**src/design/kmte_pkg.sv**
```systemverilog
// Package: constants, field widths and opcode codes for the keyed multitape Turing evaluator.
package kmte_pkg;

	localparam int TAPE_COUNT          = 5;
	localparam int STATE_BITS          = 3;
	localparam int STEP_COUNT          = 32;
	localparam int PAD_BITS            = 10;
	localparam int INPUT_BITS_PER_TAPE = 3;

	localparam int TAPE_LEN    = 2 * STEP_COUNT + 4 * INPUT_BITS_PER_TAPE;
	localparam int HEAD_START  = STEP_COUNT + INPUT_BITS_PER_TAPE;
	localparam int WIN_LEN     = 2 * TAPE_LEN;
	localparam int WIN_CTR     = TAPE_LEN;
	localparam int WIN_BASE    = WIN_CTR - HEAD_START;

	localparam int ARG_W       = TAPE_COUNT * INPUT_BITS_PER_TAPE;
	localparam int IDX_W       = STATE_BITS + TAPE_COUNT;
	localparam int ENTRY_W     = STATE_BITS + 2 * TAPE_COUNT;
	localparam int TABLE_DEPTH = 1 << IDX_W;
	localparam int STEP_W      = $clog2(STEP_COUNT + 1);

	localparam int ARG_LSB     = 0;
	localparam int IDX_LSB     = ARG_LSB + ARG_W;
	localparam int WORD_LSB    = IDX_LSB + IDX_W;
	localparam int S_TDATA_W   = ((WORD_LSB + ENTRY_W + 7) / 8) * 8;
	localparam int M_TDATA_W   = 8;

	localparam int CFG_DATA_W  = 32;
	localparam int CFG_ADDR_W  = $clog2(4 * TAPE_COUNT);
	localparam int CFG_IDX_W   = CFG_ADDR_W - 2;

	localparam logic OP_EVAL  = 1'b0;
	localparam logic OP_WRITE = 1'b1;

	typedef logic [TAPE_COUNT-1:0][WIN_LEN-1:0] tape_win_t;

endpackage

```
**src/design/keyed_multitape_turing_evaluator_core.sv**
```systemverilog
// Top level: keyed multitape Turing evaluator with transition table, tapes and step sequencer.
// Write item: stored in the table when it is transferred, no result.
// Evaluate item: result raised from the done state once the output register is free; each machine
// step is a registered read of the transition table memory (ST_RD) followed by an update (ST_UPD).
// A new item is taken only while the sequencer is idle; writes are taken every cycle while it is idle.
// Reset clears sequencer, pad registers and output valid; the table is undefined until written.
module keyed_multitape_turing_evaluator_core
	import kmte_pkg::*;
(
	input  logic                  clk,
	input  logic                  arst_n,
	input  logic                  s_tvalid,
	output logic                  s_tready,
	// argument [14:0], entry_index [22:15], entry_word [35:23], zero fill above
	input  logic [S_TDATA_W-1:0]  s_tdata,
	// opcode
	input  logic                  s_tuser,
	output logic                  m_tvalid,
	input  logic                  m_tready,
	// result_bit [0], zero fill above
	output logic [M_TDATA_W-1:0]  m_tdata,
	input  logic                  psel,
	input  logic                  penable,
	input  logic                  pwrite,
	input  logic [CFG_ADDR_W-1:0] paddr,
	input  logic [CFG_DATA_W-1:0] pwdata,
	output logic [CFG_DATA_W-1:0] prdata,
	output logic                  pready
);

	localparam logic [1:0] ST_IDLE = 2'd0;
	localparam logic [1:0] ST_RD   = 2'd1;
	localparam logic [1:0] ST_UPD  = 2'd2;
	localparam logic [1:0] ST_DONE = 2'd3;

	logic [1:0]            state_q;
	logic [STEP_W-1:0]     step_q;
	logic [STATE_BITS-1:0] mstate_q;
	logic                  m_tvalid_q;
	logic                  result_q;
	logic [PAD_BITS-1:0]   pad_q [TAPE_COUNT];

	logic [ENTRY_W-1:0]    trans_mem [TABLE_DEPTH];
	logic [ENTRY_W-1:0]    entry_q;
	tape_win_t             tape_q;
	tape_win_t             tape_load;
	tape_win_t             tape_wr;
	tape_win_t             tape_next;
	logic [TAPE_COUNT-1:0] seen;

	logic                  in_xfer;
	logic                  cfg_wr;
	logic [CFG_IDX_W-1:0]  cfg_idx;

	assign s_tready = (state_q == ST_IDLE);
	assign in_xfer  = s_tvalid && s_tready;
	assign m_tvalid = m_tvalid_q;
	assign m_tdata  = {{(M_TDATA_W-1){1'b0}}, result_q};
	assign pready   = 1'b1;
	assign cfg_wr   = psel && penable && pwrite && pready;
	assign cfg_idx  = paddr[CFG_ADDR_W-1:2];

	always_comb begin
		prdata = '0;
		if (32'(cfg_idx) < TAPE_COUNT) begin
			prdata = {{(CFG_DATA_W-PAD_BITS){1'b0}}, pad_q[cfg_idx]};
		end
	end

	// initial tape image: argument twice, pads either side, head cell at the window centre
	always_comb begin
		tape_load = '0;
		for (int t = 0; t < TAPE_COUNT; t++) begin
			for (int k = 0; k < INPUT_BITS_PER_TAPE; k++) begin
				tape_load[t][WIN_BASE + STEP_COUNT + k] =
					s_tdata[ARG_LSB + t * INPUT_BITS_PER_TAPE + k];
				tape_load[t][WIN_BASE + STEP_COUNT + INPUT_BITS_PER_TAPE + k] =
					s_tdata[ARG_LSB + t * INPUT_BITS_PER_TAPE + k];
			end
			for (int k = 0; k < PAD_BITS; k++) begin
				if (STEP_COUNT - PAD_BITS + k >= 0) begin
					tape_load[t][WIN_BASE + STEP_COUNT - PAD_BITS + k] = pad_q[t][k];
				end
				if (STEP_COUNT + 2 * INPUT_BITS_PER_TAPE + k < TAPE_LEN) begin
					tape_load[t][WIN_BASE + STEP_COUNT + 2 * INPUT_BITS_PER_TAPE + k] =
						pad_q[t][k];
				end
			end
		end
	end

	// write symbol under head, then shift the window against the head move
	always_comb begin
		tape_wr   = tape_q;
		tape_next = tape_q;
		for (int t = 0; t < TAPE_COUNT; t++) begin
			seen[t] = tape_q[t][WIN_CTR];
			tape_wr[t][WIN_CTR] = entry_q[TAPE_COUNT + t];
			if (entry_q[t]) begin
				tape_next[t] = {1'b0, tape_wr[t][WIN_LEN-1:1]};
			end else begin
				tape_next[t] = {tape_wr[t][WIN_LEN-2:0], 1'b0};
			end
		end
	end

	always_ff @(posedge clk) begin
		if (in_xfer && s_tuser == OP_WRITE) begin
			trans_mem[s_tdata[IDX_LSB +: IDX_W]] <= s_tdata[WORD_LSB +: ENTRY_W];
		end
		if (state_q == ST_RD) begin
			entry_q <= trans_mem[{mstate_q, seen}];
		end
	end

	always_ff @(posedge clk) begin
		if (in_xfer && s_tuser == OP_EVAL) begin
			tape_q <= tape_load;
		end else if (state_q == ST_UPD) begin
			tape_q <= tape_next;
		end
	end

	always_ff @(posedge clk or negedge arst_n) begin
		if (!arst_n) begin
			for (int t = 0; t < TAPE_COUNT; t++) begin
				pad_q[t] <= '0;
			end
		end else if (cfg_wr && 32'(cfg_idx) < TAPE_COUNT) begin
			pad_q[cfg_idx] <= pwdata[PAD_BITS-1:0];
		end
	end

	always_ff @(posedge clk or negedge arst_n) begin
		if (!arst_n) begin
			state_q    <= ST_IDLE;
			step_q     <= '0;
			mstate_q   <= '0;
			m_tvalid_q <= 1'b0;
			result_q   <= 1'b0;
		end else begin
			if (m_tvalid_q && m_tready && state_q != ST_DONE) begin
				m_tvalid_q <= 1'b0;
			end
			case (state_q)
				ST_IDLE: begin
					if (in_xfer && s_tuser == OP_EVAL) begin
						mstate_q <= '0;
						step_q   <= '0;
						state_q  <= ST_RD;
					end
				end
				ST_RD: begin
					state_q <= ST_UPD;
				end
				ST_UPD: begin
					mstate_q <= entry_q[2*TAPE_COUNT +: STATE_BITS];
					step_q   <= step_q + 1'b1;
					if (step_q == STEP_W'(STEP_COUNT - 1)) begin
						state_q <= ST_DONE;
					end else begin
						state_q <= ST_RD;
					end
				end
				ST_DONE: begin
					// hold the result until the output register is free
					if (!m_tvalid_q || m_tready) begin
						m_tvalid_q <= 1'b1;
						result_q   <= mstate_q[0];
						state_q    <= ST_IDLE;
					end
				end
				default: begin
					state_q <= ST_IDLE;
				end
			endcase
		end
	end

	a_eval_start: assert property (@(posedge clk) disable iff (!arst_n)
		(in_xfer && s_tuser == OP_EVAL) |=> (state_q == ST_RD && step_q == '0))
		else $error("evaluation did not start at step zero");

	a_rd_then_upd: assert property (@(posedge clk) disable iff (!arst_n)
		(state_q == ST_RD) |=> (state_q == ST_UPD))
		else $error("table read not followed by update");

	a_last_step: assert property (@(posedge clk) disable iff (!arst_n)
		(state_q == ST_UPD && step_q == STEP_W'(STEP_COUNT - 1)) |=> (state_q == ST_DONE))
		else $error("sequencer missed the final step");

	a_result_src: assert property (@(posedge clk) disable iff (!arst_n)
		$rose(m_tvalid_q) |-> $past(state_q == ST_DONE))
		else $error("result raised outside the done state");

endmodule
```
**config.mk**
```make
export PLATFORM = sky130hd
export DESIGN_NAME = keyed_multitape_turing_evaluator_core
export DESIGN_NICKNAME = d
export VERILOG_FILES = /design/src/design/kmte_pkg.sv /design/src/design/keyed_multitape_turing_evaluator_core.sv
export SDC_FILE = /design/constraint.sdc
export NUM_CORES = 2
export LEC_CHECK = 0
export BUFFER_PORTS_ARGS = -buffer_cell sky130_fd_sc_hd__buf_2
export CAP_MARGIN = 15
export CELL_PAD_IN_SITES_DETAIL_PLACEMENT = 0
export CELL_PAD_IN_SITES_GLOBAL_PLACEMENT = 2
export CORE_MARGIN = 5
export CORE_UTILIZATION = 42
export CTS_CLUSTER_SIZE = 12
export DETAILED_ROUTE_END_ITERATION = 8
export GPL_TIMING_DRIVEN = 1
export HOLD_SLACK_MARGIN = 0.02
export PLACE_DENSITY = 0.67
export SLEW_MARGIN = 20
export SYNTH_ARGS = -nofsm -noshare
export SYNTH_HDL_FRONTEND = slang
export SYNTH_SLANG_ARGS = --single-unit
```
**constraint.sdc**
```tcl
create_clock -name clk -period 5.6 [get_ports clk]
set_clock_uncertainty 0.15 [all_clocks]
set_input_delay 0.28 -clock clk [delete_from_list [all_inputs] [get_ports clk]]
set_output_delay 0.28 -clock clk [all_outputs]
set_load 0.005 [all_outputs]
```
==> impl_metrics.env <==
export IMPL_final_setup_viol_count=0
export IMPL_grt_ovfl_total=0
export IMPL_drc=0
export IMPL_ff_latch_area_um2=118000
export IMPL_grt_antenna_before_repair=36
export IMPL_multi_input_area_um2=41600
export IMPL_cts_tree="yes"
export IMPL_cts_max_level=5
export IMPL_areaGrowthSynthToFinish_pct=13.9
export IMPL_hold_path_depth=3
export IMPL_place_area_um2=171000
export IMPL_vias_per_cell=5.60
export IMPL_worstRegToRegCells=10
export IMPL_min_period_ps=4710
export IMPL_synth_xor_area_frac=0.0000537
export IMPL_synth_top_family_by_area="multiplexers"
export IMPL_first_iter_violations=8071
export IMPL_crit_path_frequent_cell="buf_12"
export IMPL_synth_async_reset_ratio=0.0151
export IMPL_r2r_start="seen[0]$_DFFE_PP_"
export IMPL_yosys_register_bits=4164
export IMPL_synth_compound_area_frac=0.0491
export IMPL_start_util=0.420
export IMPL_fin_crit_sh=0.841
export IMPL_ff2ff_setup_slack_ps=890
export IMPL_maxCapViolCount=0
export IMPL_cp_top_family="multiplexers"
export IMPL_core_um2=388000
export IMPL_syn_area_um2=163000
export IMPL_p_sw_uw=25900
export IMPL_leakagePower_uw=0.0612
export IMPL_ys_types=52
export IMPL_start_kind="flop"
export IMPL_synthAdderAreaFrac=0.0000766
export IMPL_seq_area_frac_synth=0.725
export IMPL_num_vias=86200
export IMPL_track_usage=0.204
export IMPL_post_drt_wl_per_cell_um=27.0
export IMPL_holdCritStartpoint="paddr[2]"
export IMPL_clk_latency_ps=1010
export IMPL_die_h_um=633
export IMPL_cts_sinks=4164
export IMPL_worstPathArrival_ps=5240
export IMPL_fillers=32500
export IMPL_clockBufferDepth=4
export IMPL_muxShareOfSynthArea=0.172
export IMPL_status="completed"
export IMPL_cp_end_kind="flop"
export IMPL_worstMarginPinSlew_ps=1430
export IMPL_root_buffer="clkbuf_16"
export IMPL_fin_nets=9920
export IMPL_grt_pass1_wl_um=607000
export IMPL_p_total_uw=84900
export IMPL_syn_instance_count=9386
export IMPL_synth_edf_count=3471
export IMPL_ir_worst_vdd_v=0.000413
export IMPL_setup_tns_final_ps=0
export IMPL_hold_viol=0
export IMPL_crit_slowest_cell="a311oi_1"
export IMPL_grt_max_degree=225
export IMPL_max_freq_ghz=0.212
export IMPL_p_seq_frac=0.419
export IMPL_gp_congestion=0.805
export IMPL_die_w_um=633
export IMPL_worstPathCellList="buf_12 -> buf_12 -> buf_12 -> mux4_2 -> mux4_2 -> mux2i_1 -> nor2_1 -> a311oi_1 -> buf_4 -> nor4_1"
export IMPL_combPwrFrac=0.254
export IMPL_grt_pass1_vias=86500
export IMPL_num_rows=229
export IMPL_critPathRequiredTime_ps=6130
export IMPL_path_clk_slew_ps=60
export IMPL_maxSlewViolCount=0
export IMPL_holdPathEnd="pad_q[40]$_DFFE_PN0P_"
export IMPL_numCtsBuffers=443
export IMPL_cpPeakStageDelay_ps=760
export IMPL_internal_power_uw=59000
export IMPL_timing_rr_end="entry_q[0]$_DFFE_PN_"
export IMPL_avgSynthCellArea_um2=17.4
export IMPL_hpwl_um=246000
export IMPL_clkPwrFrac=0.327
export IMPL_final_antenna_net_count=0
export IMPL_drt_pre_antenna_iters=5
export IMPL_drive_above_1_share=0.190
export IMPL_path_buf_inv=4
export IMPL_die_area_um2=401000
export IMPL_port_buffer_count=69
export IMPL_final_area_um2=186000
export IMPL_ios=128
export IMPL_synth_simple_area_share=0.0321
export IMPL_drt_total_wl_um=416000
export IMPL_relSlewSlack=0.0439
export IMPL_synth_ff_type="edfxtp_1"
export IMPL_hold_path_class="in -> reg"
export IMPL_path_class="reg -> reg"
export IMPL_synth_warnings=0
export IMPL_cts_resized_gates=0
export IMPL_rsz0062_at_grt="false"
export IMPL_crit_fanout=47
export IMPL_final_cell_mix="edfxtp_1, mux2i_1, o21ai_0, nand2_1, mux4_2"
export IMPL_final_common_cell="edfxtp_1"
export IMPL_p_per_area_nw_per_um2=457
export IMPL_p_sw_frac=0.305
[metal layers]
metal | up-vias | part of all wire | global-route usage | routed length, um
met5 | - | 0.00016 | 0 | 68
met4 | 10 | 0.025 | 0.0512 | 10500
met3 | 599 | 0.062 | 0.0329 | 25900
met2 | 2524 | 0.48 | 0.335 | 201000
met1 | 45000 | 0.43 | 0.285 | 179000
li1 | 38100 | - | - | -
[synth_stat cells (80+ instances only)]
cell type,count,area (um2)
o21ai_0,787,3940
nand2_1,770,2890
dfxtp_1,630,12600
o221ai_1,123,1080
mux4_2,702,15800
edfxtp_1,3471,104000
mux2i_1,1164,11700
o22ai_1,115,719
nor2_1,303,1140
nor3_1,80,400
clkbuf_1,367,1380
a21oi_1,120,601
[final cells by class]
| type | count | share of cell area |
|---|---|---|
| sequential | 4164 | 0.637 |
| clock inverter | 212 | 0.00964 |
| clock buffer | 581 | 0.0640 |
| timing repair buffer | 615 | 0.0297 |
| antenna | 8 | 0.000108 |
| inverter | 19 | 0.000424 |
| multi-input combinational | 4591 | 0.224 |
| tap | 5197 | 0.0350 |
[power by group through the flow]
| stage | clock network, uW | registers, uW | logic [uW] |
|---|---|---|---|
| floorplan | 0 | 35800 | 14800 |
| global placement | 0 | 36200 | 21600 |
| detailed placement | 0 | 36200 | 21800 |
| CTS | 28500 | 35600 | 21900 |
| global route | 29800 | 35600 | 23000 |
| finish | 27700 | 35600 | 21600 |
[sequential cells by signal (all words and copies together) (netlist names)]
name	count
tape_q	755
pad_q	50
state_q	2
mstate_q	3
step_q	6
m_tvalid	1
trans_mem	3328
result_q	1
seen	5
entry_q	13
[kinds of logic (layout without fill, tap and decap cells)]
group,Yosys count,after routing
AO/OA/AOI/OAI,1355,1355
other,2,38
multiplexers,1919,1919
flip-flops,4164,4164
adder cells (fa/ha/maj),1,1
XOR/XNOR,1,1
buffers and inverters,659,1427
AND/OR/NAND/NOR,1285,1285
[repair_timing]
item                                   4_1_cts  5_1_grt
hold buffers                                81        0
buffers inserted                             0        0
endpoints found under the hold margin     1749        0
[through the flow]
| stage | hold WS, ps | std cells | utilization | setup WS, ps |
|---|---|---|---|---|
| finish | 62.4 | 15400 | 0.479 | 893 |
| global route | 67.3 | 15400 | 0.479 | 730 |
| CTS | 24.1 | 15400 | 0.479 | 937 |
| detailed placement | 308 | 14500 | 0.441 | 983 |
| global placement | 296 | 14500 | 0.441 | 765 |
| floorplan | -166 | 9414 | - | 1330 |
[worst max path at each step]
stage	slack (ps)	start	depth (start not counted)	end
finish	890	seen[0]$_DFFE_PP_	10	entry_q[0]$_DFFE_PN_
global route	730	seen[0]$_DFFE_PP_	10	entry_q[12]$_DFFE_PN_
detailed placement	980	seen[0]$_DFFE_PP_	10	entry_q[12]$_DFFE_PN_
CTS	940	seen[0]$_DFFE_PP_	10	entry_q[12]$_DFFE_PN_
global placement	760	seen[0]$_DFFE_PP_	10	entry_q[4]$_DFFE_PN_
floorplan	1330	state_q[1]$_DFFE_PN0P_	5	seen[0]$_DFFE_PP_
[tightest hold or removal path, stage by stage]
cell    delay [ps]
buf_2          430
nor4_4         180
mux2_2         230
Power figures use the tool's default switching activity.
